## config.mk

```make
export PLATFORM = sky130hd
export DESIGN_NAME = proximity_beep_cadence_unit
export DESIGN_NICKNAME = d
export VERILOG_FILES = /design/src/hdl/pbc_pkg.sv /design/src/hdl/pbc_front.sv /design/src/hdl/pbc_queue.sv /design/src/hdl/pbc_divider.sv /design/src/hdl/pbc_back.sv /design/src/hdl/proximity_beep_cadence_unit.sv
export SDC_FILE = /design/constraint.sdc
export NUM_CORES = 1
export LEC_CHECK = 0
export BUFFER_PORTS_ARGS = -buffer_cell sky130_fd_sc_hd__clkbuf_2
export CORE_ASPECT_RATIO = 0.75
export CORE_MARGIN = 4
export CORE_UTILIZATION = 47
export DETAILED_ROUTE_END_ITERATION = 10
export HOLD_SLACK_MARGIN = 0.02
export SYNTH_ARGS = -nofsm -noshare
export SYNTH_HDL_FRONTEND = slang
export SYNTH_SLANG_ARGS = --single-unit
```

## constraint.sdc

```tcl
create_clock -name aclk -period 17.6 [get_ports aclk]
set_input_delay 2.64 -clock aclk [delete_from_list [all_inputs] [get_ports aclk]]
set_output_delay 2.64 -clock aclk [all_outputs]
set_load 0.03 [all_outputs]
```

## src/hdl/pbc_pkg.sv

```systemverilog
// ============================================================================
// pbc_pkg: shared types and constants of the proximity beep cadence unit
// Field widths, register bank layout, queue entry format, sequencer and
// phase codes, and the volume to duty scaling function.
// ============================================================================
package pbc_pkg;

    // Input item layout
    localparam int DIST_W       = 10;
    localparam int DIST_FIELDS  = 4;
    localparam int SENSOR_COUNT = 4;
    localparam int USED_SENSORS = (SENSOR_COUNT < DIST_FIELDS) ? SENSOR_COUNT : DIST_FIELDS;
    localparam int DIST_MAX     = 999;
    localparam int MUTED_BIT    = DIST_FIELDS * DIST_W;
    localparam int ACTIVE_BIT   = MUTED_BIT + 1;
    localparam int S_TDATA_W    = 48;

    // Result item layout
    localparam int DUTY_W    = 8;
    localparam int TONE_W    = 15;
    localparam int M_TDATA_W = 24;

    // Register bank
    localparam int VOL_W       = 7;
    localparam int BPM_W       = 10;
    localparam int CFG_INDEX_W = 3;
    localparam int CFG_DATA_W  = 15;

    localparam logic [VOL_W-1:0]  VOL_FULL       = VOL_W'(100);
    localparam logic [VOL_W-1:0]  VOL_RESET      = VOL_W'(100);
    localparam logic [TONE_W-1:0] TONE_RESET     = TONE_W'(1760);
    localparam logic [DIST_W-1:0] RED_RESET      = DIST_W'(50);
    localparam logic [DIST_W-1:0] YELLOW_RESET   = DIST_W'(200);
    localparam logic [BPM_W-1:0]  SLOWEST_RESET  = BPM_W'(0);
    localparam logic [BPM_W-1:0]  FASTEST_RESET  = BPM_W'(300);

    // Timing (milliseconds)
    localparam int COUNT_W      = 16;
    localparam int WAIT_MS      = 100;
    localparam int RED_MS       = 1000;
    localparam int BEEP_MS      = 100;
    localparam int MS_PER_MIN   = 60000;
    localparam int GAP_ZERO_BPM = 500;

    // Serial divider
    localparam int DIVIDEND_W = 20;
    localparam int DIVISOR_W  = 10;

    // Request queue
    localparam int QUEUE_DEPTH_DEF = 2;

    // Duty scaling: vol*128/100, division by 100 done as multiply by 5243 >> 19
    localparam int DUTY_SCALE_SHIFT = 7;
    localparam int SCALED_W         = VOL_W + DUTY_SCALE_SHIFT;
    localparam int PCT_RECIP        = 5243;
    localparam int PCT_RECIP_W      = 13;
    localparam int PCT_SHIFT        = 19;
    localparam int PCT_PROD_W       = SCALED_W + PCT_RECIP_W;

    typedef enum logic [CFG_INDEX_W-1:0] {
        CFG_VOLUME  = 3'd0,
        CFG_TONE    = 3'd1,
        CFG_RED     = 3'd2,
        CFG_YELLOW  = 3'd3,
        CFG_SLOWEST = 3'd4,
        CFG_FASTEST = 3'd5
    } cfg_index_t;

    typedef struct packed {
        logic [VOL_W-1:0]  volume;
        logic [TONE_W-1:0] tone;
        logic [DIST_W-1:0] red;
        logic [DIST_W-1:0] yellow;
        logic [BPM_W-1:0]  slowest;
        logic [BPM_W-1:0]  fastest;
    } cfg_t;

    // Class of a tick as seen by the front end
    typedef enum logic [1:0] {
        KIND_INACTIVE = 2'd0,
        KIND_SILENT   = 2'd1,
        KIND_RED      = 2'd2,
        KIND_CADENCE  = 2'd3
    } kind_t;

    typedef struct packed {
        kind_t             kind;
        logic [DIST_W-1:0] offset;   // yellow - min distance
    } q_entry_t;

    typedef enum logic [1:0] {
        PH_IDLE = 2'd0,
        PH_WAIT = 2'd1,
        PH_BEEP = 2'd2,
        PH_GAP  = 2'd3
    } phase_t;

    typedef enum logic [1:0] {
        BK_READY   = 2'd0,
        BK_DIV_BPM = 2'd1,
        BK_DIV_GAP = 2'd2
    } back_state_t;

    typedef struct packed {
        logic                  start;
        logic [DIVIDEND_W-1:0] dividend;
        logic [DIVISOR_W-1:0]  divisor;
    } div_req_t;

    typedef struct packed {
        logic                  busy;
        logic [DIVIDEND_W-1:0] quotient;
    } div_rsp_t;

    function automatic logic [DUTY_W-1:0] duty_of(input logic [VOL_W-1:0] vol);
        logic [VOL_W-1:0]      v;
        logic [SCALED_W-1:0]   scaled;
        logic [PCT_PROD_W-1:0] prod;
        v      = (vol > VOL_FULL) ? VOL_FULL : vol;
        scaled = {v, {DUTY_SCALE_SHIFT{1'b0}}};
        prod   = PCT_PROD_W'(scaled) * PCT_PROD_W'(PCT_RECIP);
        return prod[PCT_SHIFT+DUTY_W-1:PCT_SHIFT];
    endfunction

endpackage

```

## src/hdl/pbc_front.sv

```systemverilog
// ============================================================================
// pbc_front: tick intake and classification
// Takes the minimum of the used sensor distances and sorts the tick into
// inactive, silent, red zone or cadence band before it enters the queue.
// ============================================================================
module pbc_front import pbc_pkg::*; (
    input  cfg_t                 cfg,
    input  logic                 s_tvalid,
    output logic                 s_tready,
    input  logic [S_TDATA_W-1:0] s_tdata,
    output logic                 q_push,
    output q_entry_t             q_wdata,
    input  logic                 q_full
);

    logic [DIST_W-1:0] dist_min;
    logic [DIST_W-1:0] dist_cur;
    logic              muted;
    logic              active;

    assign s_tready = !q_full;
    assign q_push   = s_tvalid && !q_full;
    assign muted    = s_tdata[MUTED_BIT];
    assign active   = s_tdata[ACTIVE_BIT];

    // Minimum distance, each sensor capped at the range limit
    always_comb begin
        dist_min = DIST_W'(DIST_MAX);
        dist_cur = '0;
        for (int i = 0; i < USED_SENSORS; i++) begin
            dist_cur = s_tdata[i*DIST_W +: DIST_W];
            if (dist_cur > DIST_W'(DIST_MAX)) begin
                dist_cur = DIST_W'(DIST_MAX);
            end
            if (dist_cur < dist_min) begin
                dist_min = dist_cur;
            end
        end
    end

    // Classification
    always_comb begin
        q_wdata.offset = cfg.yellow - dist_min;
        priority if (!active) begin
            q_wdata.kind = KIND_INACTIVE;
        end else if (muted || dist_min > cfg.yellow) begin
            q_wdata.kind = KIND_SILENT;
        end else if (dist_min <= cfg.red) begin
            q_wdata.kind = KIND_RED;
        end else begin
            q_wdata.kind = KIND_CADENCE;
        end
    end

endmodule

```

## src/hdl/pbc_queue.sv

```systemverilog
// ============================================================================
// pbc_queue: short request queue between front and back end
// Register based FIFO; lets the front keep taking ticks while the back end
// runs its divisions.
// ============================================================================
module pbc_queue import pbc_pkg::*; #(
    parameter int DEPTH = QUEUE_DEPTH_DEF
) (
    input  logic     aclk,
    input  logic     aresetn,
    input  logic     push,
    input  q_entry_t wdata,
    output logic     full,
    input  logic     pop,
    output q_entry_t rdata,
    output logic     valid
);

    localparam int PTR_W = (DEPTH > 1) ? $clog2(DEPTH) : 1;
    localparam int CNT_W = $clog2(DEPTH + 1);

    q_entry_t           mem_reg [DEPTH];
    logic [PTR_W-1:0]   wr_ptr_reg, wr_ptr_next;
    logic [PTR_W-1:0]   rd_ptr_reg, rd_ptr_next;
    logic [CNT_W-1:0]   fill_reg, fill_next;

    assign full  = (fill_reg == CNT_W'(DEPTH));
    assign valid = (fill_reg != '0);
    assign rdata = mem_reg[rd_ptr_reg];

    // Pointer and fill count update
    always_comb begin
        wr_ptr_next = wr_ptr_reg;
        rd_ptr_next = rd_ptr_reg;
        if (push) begin
            wr_ptr_next = (wr_ptr_reg == PTR_W'(DEPTH - 1)) ? '0 : wr_ptr_reg + 1'b1;
        end
        if (pop) begin
            rd_ptr_next = (rd_ptr_reg == PTR_W'(DEPTH - 1)) ? '0 : rd_ptr_reg + 1'b1;
        end
        unique case ({push, pop})
            2'b10:   fill_next = fill_reg + 1'b1;
            2'b01:   fill_next = fill_reg - 1'b1;
            default: fill_next = fill_reg;
        endcase
    end

    always_ff @(posedge aclk) begin
        if (!aresetn) begin
            wr_ptr_reg <= '0;
            rd_ptr_reg <= '0;
            fill_reg   <= '0;
        end else begin
            wr_ptr_reg <= wr_ptr_next;
            rd_ptr_reg <= rd_ptr_next;
            fill_reg   <= fill_next;
        end
    end

    // Entry storage
    always_ff @(posedge aclk) begin
        if (push) begin
            mem_reg[wr_ptr_reg] <= wdata;
        end
    end

endmodule

```

## src/hdl/pbc_divider.sv

```systemverilog
// ============================================================================
// pbc_divider: serial restoring divider
// One quotient bit per cycle; a run yields DIVIDEND_W quotient bits after start.
// The quotient holds until the next start. Divisor must be nonzero.
// ============================================================================
module pbc_divider import pbc_pkg::*; (
    input  logic     aclk,
    input  logic     aresetn,
    input  div_req_t req,
    output div_rsp_t rsp
);

    localparam int CNT_W = $clog2(DIVIDEND_W + 1);

    logic                  busy_reg, busy_next;
    logic [CNT_W-1:0]      cnt_reg, cnt_next;
    logic [DIVIDEND_W-1:0] quot_reg, quot_next;
    logic [DIVISOR_W-1:0]  rem_reg, rem_next;
    logic [DIVISOR_W-1:0]  dsr_reg, dsr_next;
    logic [DIVISOR_W:0]    trial;
    logic [DIVISOR_W:0]    diff;

    assign trial = {rem_reg, quot_reg[DIVIDEND_W-1]};
    assign diff  = trial - {1'b0, dsr_reg};

    // One shift-subtract step per cycle
    always_comb begin
        busy_next = busy_reg;
        cnt_next  = cnt_reg;
        quot_next = quot_reg;
        rem_next  = rem_reg;
        dsr_next  = dsr_reg;
        if (req.start) begin
            busy_next = 1'b1;
            cnt_next  = CNT_W'(DIVIDEND_W);
            quot_next = req.dividend;
            rem_next  = '0;
            dsr_next  = req.divisor;
        end else if (busy_reg) begin
            if (trial >= {1'b0, dsr_reg}) begin
                rem_next  = diff[DIVISOR_W-1:0];
                quot_next = {quot_reg[DIVIDEND_W-2:0], 1'b1};
            end else begin
                rem_next  = trial[DIVISOR_W-1:0];
                quot_next = {quot_reg[DIVIDEND_W-2:0], 1'b0};
            end
            cnt_next = cnt_reg - 1'b1;
            if (cnt_reg == CNT_W'(1)) begin
                busy_next = 1'b0;
            end
        end
    end

    always_ff @(posedge aclk) begin
        if (!aresetn) begin
            busy_reg <= 1'b0;
            cnt_reg  <= '0;
        end else begin
            busy_reg <= busy_next;
            cnt_reg  <= cnt_next;
        end
    end

    always_ff @(posedge aclk) begin
        quot_reg <= quot_next;
        rem_reg  <= rem_next;
        dsr_reg  <= dsr_next;
    end

    assign rsp.busy     = busy_reg;
    assign rsp.quotient = quot_reg;

endmodule

```

## src/hdl/pbc_back.sv

```systemverilog
// ============================================================================
// pbc_back: cadence sequencer
// Pops classified ticks, advances phase and countdown, drives the shared
// divider for beat rate and gap length, and holds the result register.
// ============================================================================
module pbc_back import pbc_pkg::*; (
    input  logic                 aclk,
    input  logic                 aresetn,
    input  cfg_t                 cfg,
    input  logic                 q_valid,
    input  q_entry_t             q_rdata,
    output logic                 q_pop,
    output div_req_t             div_req,
    input  div_rsp_t             div_rsp,
    output logic                 m_tvalid,
    input  logic                 m_tready,
    output logic [M_TDATA_W-1:0] m_tdata
);

    back_state_t         state_reg, state_next;
    phase_t              phase_reg, phase_next;
    logic [COUNT_W-1:0]  count_reg, count_next;
    logic [COUNT_W-1:0]  pending_reg, pending_next;
    logic [DUTY_W-1:0]   duty_reg, duty_next;
    logic [TONE_W-1:0]   tone_reg, tone_next;
    logic                out_valid_reg, out_valid_next;
    logic                out_buzz_reg, out_buzz_next;
    logic [DUTY_W-1:0]   out_duty_reg, out_duty_next;
    logic [TONE_W-1:0]   out_tone_reg, out_tone_next;

    logic                out_free;
    logic                take;
    logic                decision;
    logic                to_gap;
    logic                start_cadence;
    logic                div_done;
    logic                emit;
    logic                span_neg;
    logic [BPM_W-1:0]    span;
    logic [BPM_W-1:0]    bpm;
    logic [COUNT_W-1:0]  gap_ms;

    assign out_free      = !out_valid_reg || m_tready;
    assign take          = (state_reg == BK_READY) && q_valid && out_free;
    assign decision      = (phase_reg == PH_IDLE) || (count_reg == '0);
    assign to_gap        = (phase_reg == PH_BEEP) && (pending_reg != '0);
    assign start_cadence = take && (q_rdata.kind == KIND_CADENCE) && decision && !to_gap;
    assign div_done      = !div_rsp.busy;

    // Beat rate from the first quotient, clamped to the configured band
    assign span_neg = cfg.fastest < cfg.slowest;
    assign span     = span_neg ? (cfg.slowest - cfg.fastest) : (cfg.fastest - cfg.slowest);

    always_comb begin
        if (span_neg) begin
            bpm = (div_rsp.quotient != '0) ? cfg.slowest : cfg.fastest;
        end else if (div_rsp.quotient > DIVIDEND_W'(span)) begin
            bpm = cfg.fastest;
        end else begin
            bpm = cfg.slowest + div_rsp.quotient[BPM_W-1:0];
        end
    end

    // Gap from the second quotient, floored at zero
    assign gap_ms = (div_rsp.quotient > DIVIDEND_W'(BEEP_MS)) ?
                    COUNT_W'(div_rsp.quotient - DIVIDEND_W'(BEEP_MS)) : '0;

    // Next state
    always_comb begin
        state_next = state_reg;
        unique case (state_reg)
            BK_READY: begin
                if (start_cadence) begin
                    state_next = BK_DIV_BPM;
                end
            end
            BK_DIV_BPM: begin
                if (div_done) begin
                    if (bpm != '0) begin
                        state_next = BK_DIV_GAP;
                    end else if (out_free) begin
                        state_next = BK_READY;
                    end
                end
            end
            BK_DIV_GAP: begin
                if (div_done && out_free) begin
                    state_next = BK_READY;
                end
            end
            default: state_next = BK_READY;
        endcase
    end

    // Datapath and outputs
    always_comb begin
        phase_next       = phase_reg;
        count_next       = count_reg;
        pending_next     = pending_reg;
        duty_next        = duty_reg;
        tone_next        = tone_reg;
        q_pop            = 1'b0;
        emit             = 1'b0;
        div_req.start    = 1'b0;
        div_req.dividend = '0;
        div_req.divisor  = '0;
        unique case (state_reg)
            BK_READY: begin
                if (take) begin
                    q_pop = 1'b1;
                    emit  = 1'b1;
                    priority if (q_rdata.kind == KIND_INACTIVE) begin
                        phase_next = PH_IDLE;
                        count_next = '0;
                    end else if (!decision) begin
                        count_next = count_reg - 1'b1;
                    end else if (to_gap) begin
                        phase_next = PH_GAP;
                        count_next = pending_reg - 1'b1;
                    end else begin
                        unique case (q_rdata.kind)
                            KIND_SILENT: begin
                                phase_next = PH_WAIT;
                                count_next = COUNT_W'(WAIT_MS - 1);
                            end
                            KIND_RED: begin
                                phase_next   = PH_BEEP;
                                count_next   = COUNT_W'(RED_MS - 1);
                                pending_next = '0;
                                duty_next    = duty_of(cfg.volume);
                                tone_next    = cfg.tone;
                            end
                            KIND_CADENCE: begin
                                // result comes once the gap is known, or once the beat rate comes out as zero
                                emit             = 1'b0;
                                div_req.start    = 1'b1;
                                div_req.dividend = DIVIDEND_W'(q_rdata.offset) *
                                                   DIVIDEND_W'(span);
                                div_req.divisor  = cfg.yellow - cfg.red;
                            end
                            default: ;
                        endcase
                    end
                end
            end
            BK_DIV_BPM: begin
                if (div_done) begin
                    if (bpm != '0) begin
                        div_req.start    = 1'b1;
                        div_req.dividend = DIVIDEND_W'(MS_PER_MIN);
                        div_req.divisor  = bpm;
                    end else if (out_free) begin
                        emit         = 1'b1;
                        phase_next   = PH_BEEP;
                        count_next   = COUNT_W'(BEEP_MS - 1);
                        pending_next = COUNT_W'(GAP_ZERO_BPM);
                        duty_next    = duty_of(cfg.volume);
                        tone_next    = cfg.tone;
                    end
                end
            end
            BK_DIV_GAP: begin
                if (div_done && out_free) begin
                    emit         = 1'b1;
                    phase_next   = PH_BEEP;
                    count_next   = COUNT_W'(BEEP_MS - 1);
                    pending_next = gap_ms;
                    duty_next    = duty_of(cfg.volume);
                    tone_next    = cfg.tone;
                end
            end
            default: ;
        endcase
    end

    // Result register
    always_comb begin
        out_valid_next = emit ? 1'b1 : (m_tready ? 1'b0 : out_valid_reg);
        out_buzz_next  = out_buzz_reg;
        out_duty_next  = out_duty_reg;
        out_tone_next  = out_tone_reg;
        if (emit) begin
            out_buzz_next = (phase_next == PH_BEEP);
            out_duty_next = (phase_next == PH_BEEP) ? duty_next : '0;
            out_tone_next = tone_next;
        end
    end

    always_ff @(posedge aclk) begin
        if (!aresetn) begin
            state_reg     <= BK_READY;
            phase_reg     <= PH_IDLE;
            count_reg     <= '0;
            pending_reg   <= '0;
            duty_reg      <= '0;
            tone_reg      <= TONE_RESET;
            out_valid_reg <= 1'b0;
        end else begin
            state_reg     <= state_next;
            phase_reg     <= phase_next;
            count_reg     <= count_next;
            pending_reg   <= pending_next;
            duty_reg      <= duty_next;
            tone_reg      <= tone_next;
            out_valid_reg <= out_valid_next;
        end
    end

    always_ff @(posedge aclk) begin
        out_buzz_reg <= out_buzz_next;
        out_duty_reg <= out_duty_next;
        out_tone_reg <= out_tone_next;
    end

    assign m_tvalid = out_valid_reg;
    assign m_tdata  = {out_tone_reg, out_duty_reg, out_buzz_reg};

    // A gap is only entered with a nonzero pending length
    assert property (@(posedge aclk) disable iff (!aresetn)
        phase_reg == PH_GAP |-> pending_reg != '0)
        else $error("gap phase with zero pending gap");

    // The divider is never restarted mid-run
    assert property (@(posedge aclk) disable iff (!aresetn)
        div_req.start |-> !div_rsp.busy)
        else $error("divider started while busy");

    // Requests leave the queue only when the sequencer can take them
    assert property (@(posedge aclk) disable iff (!aresetn)
        q_pop |-> state_reg == BK_READY && q_valid)
        else $error("queue popped outside ready state");

    // A waiting result is never overwritten
    assert property (@(posedge aclk) disable iff (!aresetn)
        emit |-> !out_valid_reg || m_tready)
        else $error("result register overwritten");

endmodule

```

## src/hdl/proximity_beep_cadence_unit.sv

```systemverilog
// ============================================================================
// proximity_beep_cadence_unit: parking aid buzzer cadence generator
// One request per millisecond tick; one result per request giving buzzer
// state, PWM duty and tone. Holds the register bank and joins the front
// end, request queue, sequencer and shared divider.
//
//   channel  | direction | payload
//   s_*      | in        | four distances, muted, assist_active
//   m_*      | out       | buzzer_on, duty_level, tone_hz
//   cfg_*    | in        | register index, write data
//
// Most ticks: the queue takes the tick at the accepting edge, then the
// sequencer pops it and loads the result register.
// A tick that starts a cadence-band beep gives its result after two runs
// of the serial divider (beat rate, then gap) plus handoffs, or after one
// run when the beat rate comes out as zero.
// Reset is synchronous, active low; no clearing pass is needed.
// A full queue drops s_tready; a result not yet taken holds the sequencer
// from popping the next request and from emitting.
// ============================================================================
module proximity_beep_cadence_unit import pbc_pkg::*; #(
    parameter int QUEUE_DEPTH = QUEUE_DEPTH_DEF
) (
    input  logic                   aclk,
    input  logic                   aresetn,
    // request channel
    input  logic                   s_tvalid,
    output logic                   s_tready,
    // distance_a, distance_b, distance_c, distance_d, muted, assist_active, pad
    input  logic [S_TDATA_W-1:0]   s_tdata,
    // result channel
    output logic                   m_tvalid,
    input  logic                   m_tready,
    // buzzer_on, duty_level, tone_hz
    output logic [M_TDATA_W-1:0]   m_tdata,
    // register write channel
    input  logic                   cfg_valid,
    output logic                   cfg_ready,
    input  logic [CFG_INDEX_W-1:0] cfg_index,
    input  logic [CFG_DATA_W-1:0]  cfg_data
);

    cfg_t     cfg_reg, cfg_next;
    logic     q_push;
    logic     q_pop;
    logic     q_full;
    logic     q_valid;
    q_entry_t q_wdata;
    q_entry_t q_rdata;
    div_req_t div_req;
    div_rsp_t div_rsp;

    assign cfg_ready = 1'b1;

    // Register bank writes
    always_comb begin
        cfg_next = cfg_reg;
        if (cfg_valid) begin
            unique case (cfg_index_t'(cfg_index))
                CFG_VOLUME:  cfg_next.volume  = cfg_data[VOL_W-1:0];
                CFG_TONE:    cfg_next.tone    = cfg_data[TONE_W-1:0];
                CFG_RED:     cfg_next.red     = cfg_data[DIST_W-1:0];
                CFG_YELLOW:  cfg_next.yellow  = cfg_data[DIST_W-1:0];
                CFG_SLOWEST: cfg_next.slowest = cfg_data[BPM_W-1:0];
                CFG_FASTEST: cfg_next.fastest = cfg_data[BPM_W-1:0];
                default: ;
            endcase
        end
    end

    always_ff @(posedge aclk) begin
        if (!aresetn) begin
            cfg_reg.volume  <= VOL_RESET;
            cfg_reg.tone    <= TONE_RESET;
            cfg_reg.red     <= RED_RESET;
            cfg_reg.yellow  <= YELLOW_RESET;
            cfg_reg.slowest <= SLOWEST_RESET;
            cfg_reg.fastest <= FASTEST_RESET;
        end else begin
            cfg_reg <= cfg_next;
        end
    end

    pbc_front u_front (
        .cfg      (cfg_reg),
        .s_tvalid (s_tvalid),
        .s_tready (s_tready),
        .s_tdata  (s_tdata),
        .q_push   (q_push),
        .q_wdata  (q_wdata),
        .q_full   (q_full)
    );

    pbc_queue #(
        .DEPTH (QUEUE_DEPTH)
    ) u_queue (
        .aclk    (aclk),
        .aresetn (aresetn),
        .push    (q_push),
        .wdata   (q_wdata),
        .full    (q_full),
        .pop     (q_pop),
        .rdata   (q_rdata),
        .valid   (q_valid)
    );

    pbc_divider u_divider (
        .aclk    (aclk),
        .aresetn (aresetn),
        .req     (div_req),
        .rsp     (div_rsp)
    );

    pbc_back u_back (
        .aclk     (aclk),
        .aresetn  (aresetn),
        .cfg      (cfg_reg),
        .q_valid  (q_valid),
        .q_rdata  (q_rdata),
        .q_pop    (q_pop),
        .div_req  (div_req),
        .div_rsp  (div_rsp),
        .m_tvalid (m_tvalid),
        .m_tready (m_tready),
        .m_tdata  (m_tdata)
    );

endmodule
```

# Yosys cells after proc, flatten, opt, wreduce, memory -nomap -nowiden
# Memory sizes are Yosys's and may differ from the RTL's. A register that Yosys moved wholly into a read port is not among the register bits.
# Cells that the tools add are included.
op_classes:
  add_sub_neg: 14
  n_mul: 2
  order_cmp: 15
  eq_ne: 28
  muxes: 111
  bitwise_logic: 1
  reduce_logical: 38
op_table:
  columns: ["operator", "count"]
  rows:
  - ["$mux 16", 18]
  - ["$mux 31", 7]
  - ["$mux 15", 9]
  - ["$mux 10", 13]
  - ["$pmux 16 s3", 2]
  - ["$mux 8", 9]
  - ["$pmux 31 s2", 1]
  - ["$sub 10x10->10", 5]
  - ["$pmux 15 s3", 1]
  - ["$gt 10x10->1 const B", 4]
  - ["$lt 10x10->1", 4]
  - ["$mux 20", 2]
  - ["$pmux 16 s2", 1]
  - ["$sub 16x1->16 const B", 2]
  - ["$mux 2", 15]
  - ["$mux 1", 24]
  - ["$pmux 8 s3", 1]
  - ["$gt 20x10->1", 1]
  - ["$gt 20x7->1 const B", 1]
  - ["$mul 10x10->20", 1]
  - ["$mul 7x13->20 const B", 1]
  - ["$reduce_bool 20->1", 1]
  - ["$logic_not 16->1", 1]
  - ["$reduce_bool 16->1", 1]
  - ["other kinds (40)", 84]
word_totals:
  register_bits: 196
  ramBits: 24
  inputBits: 71
  output_inout_bits: 27
  elab_cells: 235
  memories: 1
mem_list:
  columns: ["name", "words", "word_bits", "read_ports", "rd_ports_with_merged_regs", "write_ports", "line", "source"]
  rows:
  - ["u_queue.mem_reg", 2, 12, 1, 1, 1, "pbc_queue.sv:22", "q_entry_t mem_reg [DEPTH];"]

# Logic depth before layout (Yosys ltp)
# Gate-level depths: netlist (run 1).
depth:
  word_depth: 14
  ltp_mapped: 47
  mapped_depth_nobuf: 44

# Cells and area by module
# A second synthesis (run 1) with hierarchy kept.
hier_totals:
  cells_unflattened: 2319
  hier_area_um2: 20216.9
by_module_without_submodules:
  columns: ["module", "n_inst", "cells_each", "area_each_um2"]
  rows:
  - ["pbc_back", 1, 1521, 12191.7]
  - ["pbc_divider", 1, 217, 2428.6]
  - ["proximity_beep_cadence_unit", 1, 235, 2416.1]
  - ["pbc_front", 1, 287, 2100.8]
  - ["pbc_queue", 1, 59, 1079.8]

# Least setup slack after synthesis (run 1)
# No wires, ideal clock.
synth_path:
  path_type: "input to register"
  start: "input port s_tdata[14]"
  end: "memory u_queue.mem_reg[0][11] (netlist name), data pin"
  t_arrival_ps: 10456
  required_ps: 17342
  setup_slack_ps: 6886
  cell_stages: 45
  cell_sequence: "o21ai_0 > nor2_1 > or2_2 > ha_1 > nand2_1 > nor3_1 > o311ai_2 > nand2_1 > clkbuf_1 > o21ai_0 > ha_1 > nor2_1 > inv_1 > a2bb2oi_1 > a211oi_1 > a221oi_1 > maj3_1 > a21oi_1 > [... 9 more ...] > a21o_1 > nor3_1 > a21oi_1 > buf_2 > mux2_2 > ha_1 > inv_1 > fa_1 > a21o_1 > a21oi_1 > o21ai_0 > a21oi_1 > o21bai_1 > a21oi_1 > o21bai_1 > a21oi_1 > nor2_1 > and2_1"
synth_lines:
  columns: ["item", "line", "source"]
  rows:
  - ["start, declared", "proximity_beep_cadence_unit.sv:30", "input logic [S_TDATA_W-1:0] s_tdata,"]
  - ["end, declared", "pbc_queue.sv:22", null]

==> summary.md, run 1 <==
| Metric | Value |
|---|---|
| CP dominant cell by count | `a21o_1` |
| Worst vdd ir | `0.000412 V` |
| Final #Nets | `2666` |
| Cell taking the most area after synthesis | `dfxtp_1` |
| CTS Hold Bufs | `0` |
| Width of the die | `241 um` |
| H-Tree Level Count | `1` |
| # Post-CTS Setup Buffers | `0` |
| Final Skew | `0.0360 ns` |
| Detailed Place HPWL | `40.8 mm` |
| Mapped Cells | `2255` |
| Tot GR Track Use | `23.3%` |
| Worst-margin pin slew | `1.24 ns` |
| Slew HR | `16.7%` |
| Seq/Total Area, Yosys | `27.1%` |
| Setup crit end kind | `flop` |
| Seq cells post-synth | `221` |
| CP bufs+invs | `4` |
| Synthesis Warnings | `0` |
| IO buf count | `90` |
| Critical Path Source Type | `input pin` |
| Initial drt markers | `1368` |
| Max-cap viol count | `0` |
| Status | `complete, no violations` |
| Area contributors post-synth | `dfxtp_1 15%, ha_1 15%, edfxtp_1 12%` |
| Commonest non-fill, non-tap cell in the layout | `nand2_1` |
| P&R area growth vs syn | `8.32%` |
| CP Data Arrival Time | `11.62 ns` |
| Top Family by Delay on Critical Path | `compound AO/OA/AOI/OAI gates` |
| Post-synth EDFFs | `78` |
| Commonest cells after routing, fill and taps aside | `274 x nand2_1, 237 x inv_1, 223 x ha_1, 156 x a21oi_1, 154 x nor2_1` |
| Net Count, Synth | `2634` |
| Clock transition at the registers of the reported paths | `0.06 ns` |
| Gpl congestion | `0.962` |
| Flip-flop count of the largest register after layout | `62` |
| PostCTS Resize Cnt | `0` |
| Max frequency | `88.2 MHz` |
| TritonCTS Sinks | `221` |
| Predominant post-synthesis flop cell | `dfxtp_1` |
| Fillers | `3758` |
| Num CTS Buffers | `25` |
| Largest net degree at the start of global routing | `97` |
| Gr ovfl total | `0` |
| # DRC | `0` |
| Vias/cell | `5.68` |
| Crit path time final | `11.34 ns` |
| Syn avg cell area | `8.52 um^2` |
| Drt first pass iters | `5` |
| CP required | `17.88 ns` |
| Initial antenna violation count | `6` |
| Fin crit share | `64.4%` |
| Power density cells | `214 nW/um^2` |
| Layout cells sized above 1 | `8.98%` |
| CTS max path bufs | `3` |
| Core area | `40000 um^2` |
| ANT nets after route | `0` |
| TNS Setup | `0 ns` |
| Top Ports | `98` |
| Critical path type | `in2reg` |
| Setup-failing EPs final | `0` |
| Vias in the first global route | `15322` |
| Final Slew Violations | `0` |
| Distinct cells, synth | `87` |
| DR vias | `16062` |
| Total power | `4.45 mW` |
| Die Y-Extent | `183 um` |
| Slowest-stage cell, CP | `a21oi_1` |
| Initial core utilization | `48.1%` |
| Static leakage | `9.24 nW` |
| CP max FO | `11` |
| WL/cell | `18.4 um` |
| Final Hold Fails | `0` |
| FFs w/ async S/R, synth | `0%` |
| Total wire length | `52.0 mm` |
| Worst-skew pair later-pin latency | `0.56 ns` |
| First-pass GRT wire length | `82.9 mm` |
| # rows | `63` |
| DIE AREA | `44200 um^2` |
| Post-synthesis cell area | `19200 um^2` |
| CP peak stage delay | `0.81 ns` |
| CTS tree | `built` |
| RSZ-0062 raised after global routing | `no` |
| DP Area | `20000 um^2` |
| Hold WS | `0.455 ns` |
| Hold WC Path Type | `reg2reg` |
| CTS Root Cell | `clkbuf_16` |
| Final Instance Area | `20800 um^2` |
| Synth top area share | `14.9%` |
==> synthesized netlist by cell type, types with 4 or more instances <==
cell,instances
nand2_1,274
inv_1,237
ha_1,223
a21oi_1,158
nor2_1,154
dfxtp_1,143
o21ai_0,129
fa_1,85
clkbuf_1,84
edfxtp_1,78
mux2i_1,56
xnor2_1,56
nor3_1,48
nand3_1,45
o211ai_1,41
xor2_1,39
nand2b_1,28
a211oi_1,26
and2_1,23
a21o_1,22
mux2_2,22
nor2b_1,22
nand4_1,19
o21a_1,16
and3_1,14
nor4_1,14
or2_2,14
or4_1,14
a21boi_0,13
buf_2,12
or3_1,11
a31oi_1,9
o311ai_0,9
o22ai_1,8
a22o_1,7
o221ai_1,7
o31ai_1,7
o21bai_1,6
a221o_1,5
nand3b_1,5
a211o_1,4
a221oi_1,4
a22oi_1,4
o32ai_1,4
==> routing by layer <==
layer  vias to the layer above  track usage (%)  share of wire [%]
met5                         -                0              0.052
li1                       7895                -                  -
met1                      7691             35.5                 49
met3                        52             5.05                7.5
met2                       420             34.4                 42
met4                         4             4.31                1.5
==> worst paths after layout <==
kind,cells after the start,startpoint,slack (ns),end
max reg2reg,27,cfg_reg[11],8.11,u_divider.quot_reg[16]
max,44,s_tdata[16],6.26,u_queue.mem_reg[1][11]
min,2,cfg_reg[37],0.46,cfg_reg[37]
min reg2reg,2,cfg_reg[37],0.46,cfg_reg[37]
==> kinds of logic (layout without fill, tap and decap cells) <==
group	after synthesis	after routing	share of synthesized area [%]
other	1	4	0.0195
AO/OA/AOI/OAI	509	509	17.0
flip-flops	221	221	27.1
multiplexers	78	78	4.21
AND/OR/NAND/NOR	701	701	17.0
adder cells (fa/ha/maj)	309	309	23.4
XOR/XNOR	95	95	4.33
buffers and inverters	341	392	6.90
==> power breakdown <==
group | internal, mW | switching (mW) | total (mW)
Combinational | 1.17 | 1.95 | 3.12
Clock | 0.289 | 0.217 | 0.507
Sequential | 0.708 | 0.115 | 0.823
==> final cells by class <==
class	instances	area, um^2	area share, %
Sequential cell	221	5200	25.0
Clock buffer	35	693	3.33
Tap cell	520	651	3.13
Antenna cell	3	7.51	0.0361
Multi-Input combinational cell	1693	12700	61.0
Timing Repair Buffer	108	586	2.81
Clock inverter	11	86.3	0.415
Inverter	238	893	4.29
==> worst reg2reg max path: stages (launching register included) <==
cell and delay [ns]:
dfxtp_1 0.55, inv_1 0.27, fa_1 0.51, a211oi_1 0.30, o21ai_1 0.16, a211oi_4 0.71, mux2i_1 0.35, o22ai_1 0.17
a221oi_1 0.29, o21bai_1 0.11, xor2_1 0.69, inv_1 0.27, nor2_1 0.19, ha_1 0.25, ha_1 0.27, inv_1 0.05
fa_1 0.50, fa_1 0.54, inv_1 0.05, fa_1 0.47, ha_1 0.36, or2_2 0.29, a21oi_1 0.20, a211oi_1 0.10
o21ai_0 0.56, a31oi_1 0.27, xnor2_1 0.58, o21ai_0 0.17
==> metrics by stage <==
step,utilization (%),std cells,worst slack (ns)
2_1_floorplan,-,2255,6.89
4_1_cts,52.1,2826,6.24
3_5_place_dp,50.1,2780,5.70
5_1_grt,52.1,2829,5.37
6_report,52.1,2829,6.26
3_3_place_gp,50.1,2780,5.71
Power figures use the tool's default switching activity.
==> run 2: changes to the inputs <==
PLACE_DENSITY = 0.66   (was default)
clock period = 9.66 ns   (was 17.6 ns; I/O delays follow)
==> run 2 against run 1 <==
Against the previous run: sequential cell count stayed put; register-to-register slack got worse by 7.2 ns; wire length increased by 0.46%; final area rose by 0.59%; clock power increased by 90%; clock skew decreased by 0.024 ns; setup slack lost 5.6 ns; global-route usage hardly changed; utilization grew 0.31 points; critical path type unchanged; critical endpoint is now u_queue.mem_reg[0][10]; largest power group unchanged.
==> summary.md, run 2 (same netlist as run 1, synthesis figures left out) <==
| Metric | Value |
|---|---|
| Clock transition at the registers of the reported paths | `0.06 ns (about the same)` |
| Setup-failing EPs final | `0 (unchanged)` |
| Final Slew Violations | `0 (unchanged)` |
| ANT nets after route | `0 (unchanged)` |
| CTS Root Cell | `clkbuf_16` |
| TritonCTS Sinks | `221 (unchanged)` |
| Die Y-Extent | `183 um (unchanged)` |
| Final Skew | `0.0123 ns (-0.0238 ns)` |
| WL/cell | `18.4 um (+0.14%)` |
| Flip-flop count of the largest register after layout | `62 (unchanged)` |
| Initial antenna violation count | `2 (-4)` |
| CTS Hold Bufs | `0 (unchanged)` |
| CP peak stage delay | `0.40 ns (-0.41 ns)` |
| Slowest-stage cell, CP | `mux2_2` |
| Top Ports | `98 (unchanged)` |
| Power density cells | `382 nW/um^2 (+79%)` |
| Critical Path Source Type | `input pin` |
| Initial drt markers | `1183 (-14%)` |
| # Post-CTS Setup Buffers | `0 (unchanged)` |
| H-Tree Level Count | `1 (unchanged)` |
| DP Area | `20100 um^2 (+0.41%)` |
| Worst vdd ir | `0.000639 V (+55%)` |
| Width of the die | `241 um (unchanged)` |
| Fin crit share | `93.4%` |
| DIE AREA | `44200 um^2 (unchanged)` |
| Static leakage | `9.31 nW (+0.67%)` |
| Setup crit end kind | `flop` |
| CP dominant cell by count | `a21o_1` |
| DR vias | `16234 (+1.1%)` |
| Commonest non-fill, non-tap cell in the layout | `nand2_1` |
| Critical path type | `in2reg` |
| Hold WC Path Type | `reg2reg` |
| Max-cap viol count | `0 (unchanged)` |
| Max frequency | `111 MHz` |
| Final Hold Fails | `0 (unchanged)` |
| Largest net degree at the start of global routing | `97 (unchanged)` |
| CP required | `9.99 ns (-7.89 ns)` |
| Layout cells sized above 1 | `9.41% (+0.44 points)` |
| Worst-skew pair later-pin latency | `0.53 ns (-0.03 ns)` |
| # rows | `63 (unchanged)` |
| Drt first pass iters | `5 (unchanged)` |
| Final Instance Area | `20900 um^2 (+0.59%)` |
| First-pass GRT wire length | `83.1 mm (+0.27%)` |
| Core area | `40000 um^2 (unchanged)` |
| Gpl congestion | `0.943 (-2.0%)` |
| Detailed Place HPWL | `41.0 mm (+0.47%)` |
| CTS max path bufs | `3 (unchanged)` |
| Final #Nets | `2677 (+0.41%)` |
| Status | `complete, no violations` |
| CP Data Arrival Time | `9.36 ns (-2.26 ns)` |
| Vias in the first global route | `15587 (+1.7%)` |
| Gr ovfl total | `0 (unchanged)` |
| Num CTS Buffers | `25 (unchanged)` |
| CP max FO | `18 (+7)` |
| TNS Setup | `0 ns (unchanged)` |
| P&R area growth vs syn | `8.97%` |
| # DRC | `0 (unchanged)` |
| Vias/cell | `5.72 (+0.75%)` |
| Crit path time final | `9.02 ns` |
| Total wire length | `52.3 mm (+0.46%)` |
| Slew HR | `20.4% (+3.7 points)` |
| Initial core utilization | `48.1% (unchanged)` |
| Tot GR Track Use | `23.3% (-0.026 points)` |
| Worst-margin pin slew | `1.19 ns (-0.0504 ns)` |
| CTS tree | `built` |
| Commonest cells after routing, fill and taps aside | `273 x nand2_1, 237 x inv_1, 223 x ha_1, 155 x a21oi_1, 154 x nor2_1` |
| IO buf count | `90 (unchanged)` |
run 2: layer usage:
layer | GRT usage [%] | wire length (um)
met3 | 4.90 | 4060
met2 | 35.5 | 22300
met1 | 34.6 | 24800
met4 | 4.31 | 1050
met5 | 0 | 12
run 2: metrics by stage:
step	std cells	hold slack (ns)	utilization (%)	total power, mW	setup slack, ns
final	2838	0.457	52.4	7.99	0.638
after floorplan	2255	0.436	-	5.52	0.137
after global placement	2791	0.443	50.3	6.85	0.150
after CTS	2836	0.458	52.4	7.98	0.530
after detailed placement	2791	0.450	50.3	6.96	0.0193
after global routing	2836	0.480	52.4	8.75	-0.00361
run 2: report_power, final:
group          internal, mW  total (mW)  switching [mW]  leakage, nW
Clock                 0.571       0.962           0.391        0.399
Combinational          2.19        5.50            3.31         7.01
Sequential             1.29        1.53           0.241         1.90
Total                  4.05        7.99            3.94         9.31
run 2: path summary, 6_finish.rpt:
kind / slack (ns) / to / depth (start not counted) / start
worst max register to register: 0.94 / u_divider.quot_reg[19] / 27 / cfg_reg[11]
worst max-delay path: 0.64 / u_queue.mem_reg[0][10] / 43 / s_tdata[14]
worst min register to register: 0.46 / cfg_reg[52] / 2 / cfg_reg[52]
worst min-delay path: 0.46 / cfg_reg[52] / 2 / cfg_reg[52]
run 2: area by class of cell:
| class | count | area [um^2] |
|---|---|---|
| Clock inverter | 13 | 145 |
| Timing Repair Buffer | 119 | 668 |
| Antenna cell | 2 | 5.00 |
| Sequential cell | 221 | 5200 |
| Fill cell | 3679 | 19000 |
| Inverter | 238 | 893 |
| Multi-Input combinational cell | 1693 | 12700 |
| Tap cell | 520 | 651 |
| Clock buffer | 32 | 672 |
run 2: what timing repair did:
action / 4_1_cts / 5_1_grt
hold endpoints to repair: 0 / 0
endpoints found under the setup margin: 0 / 4
resized for setup: 0 / 4
run 2: worst max-delay path: cells and delay by family:
family	cells	cell delay, ns
compound gates	24	3.90
fa+ha+maj	5	1.48
buf+inv	4	0.54
mux	2	0.70
simple gates	8	1.26
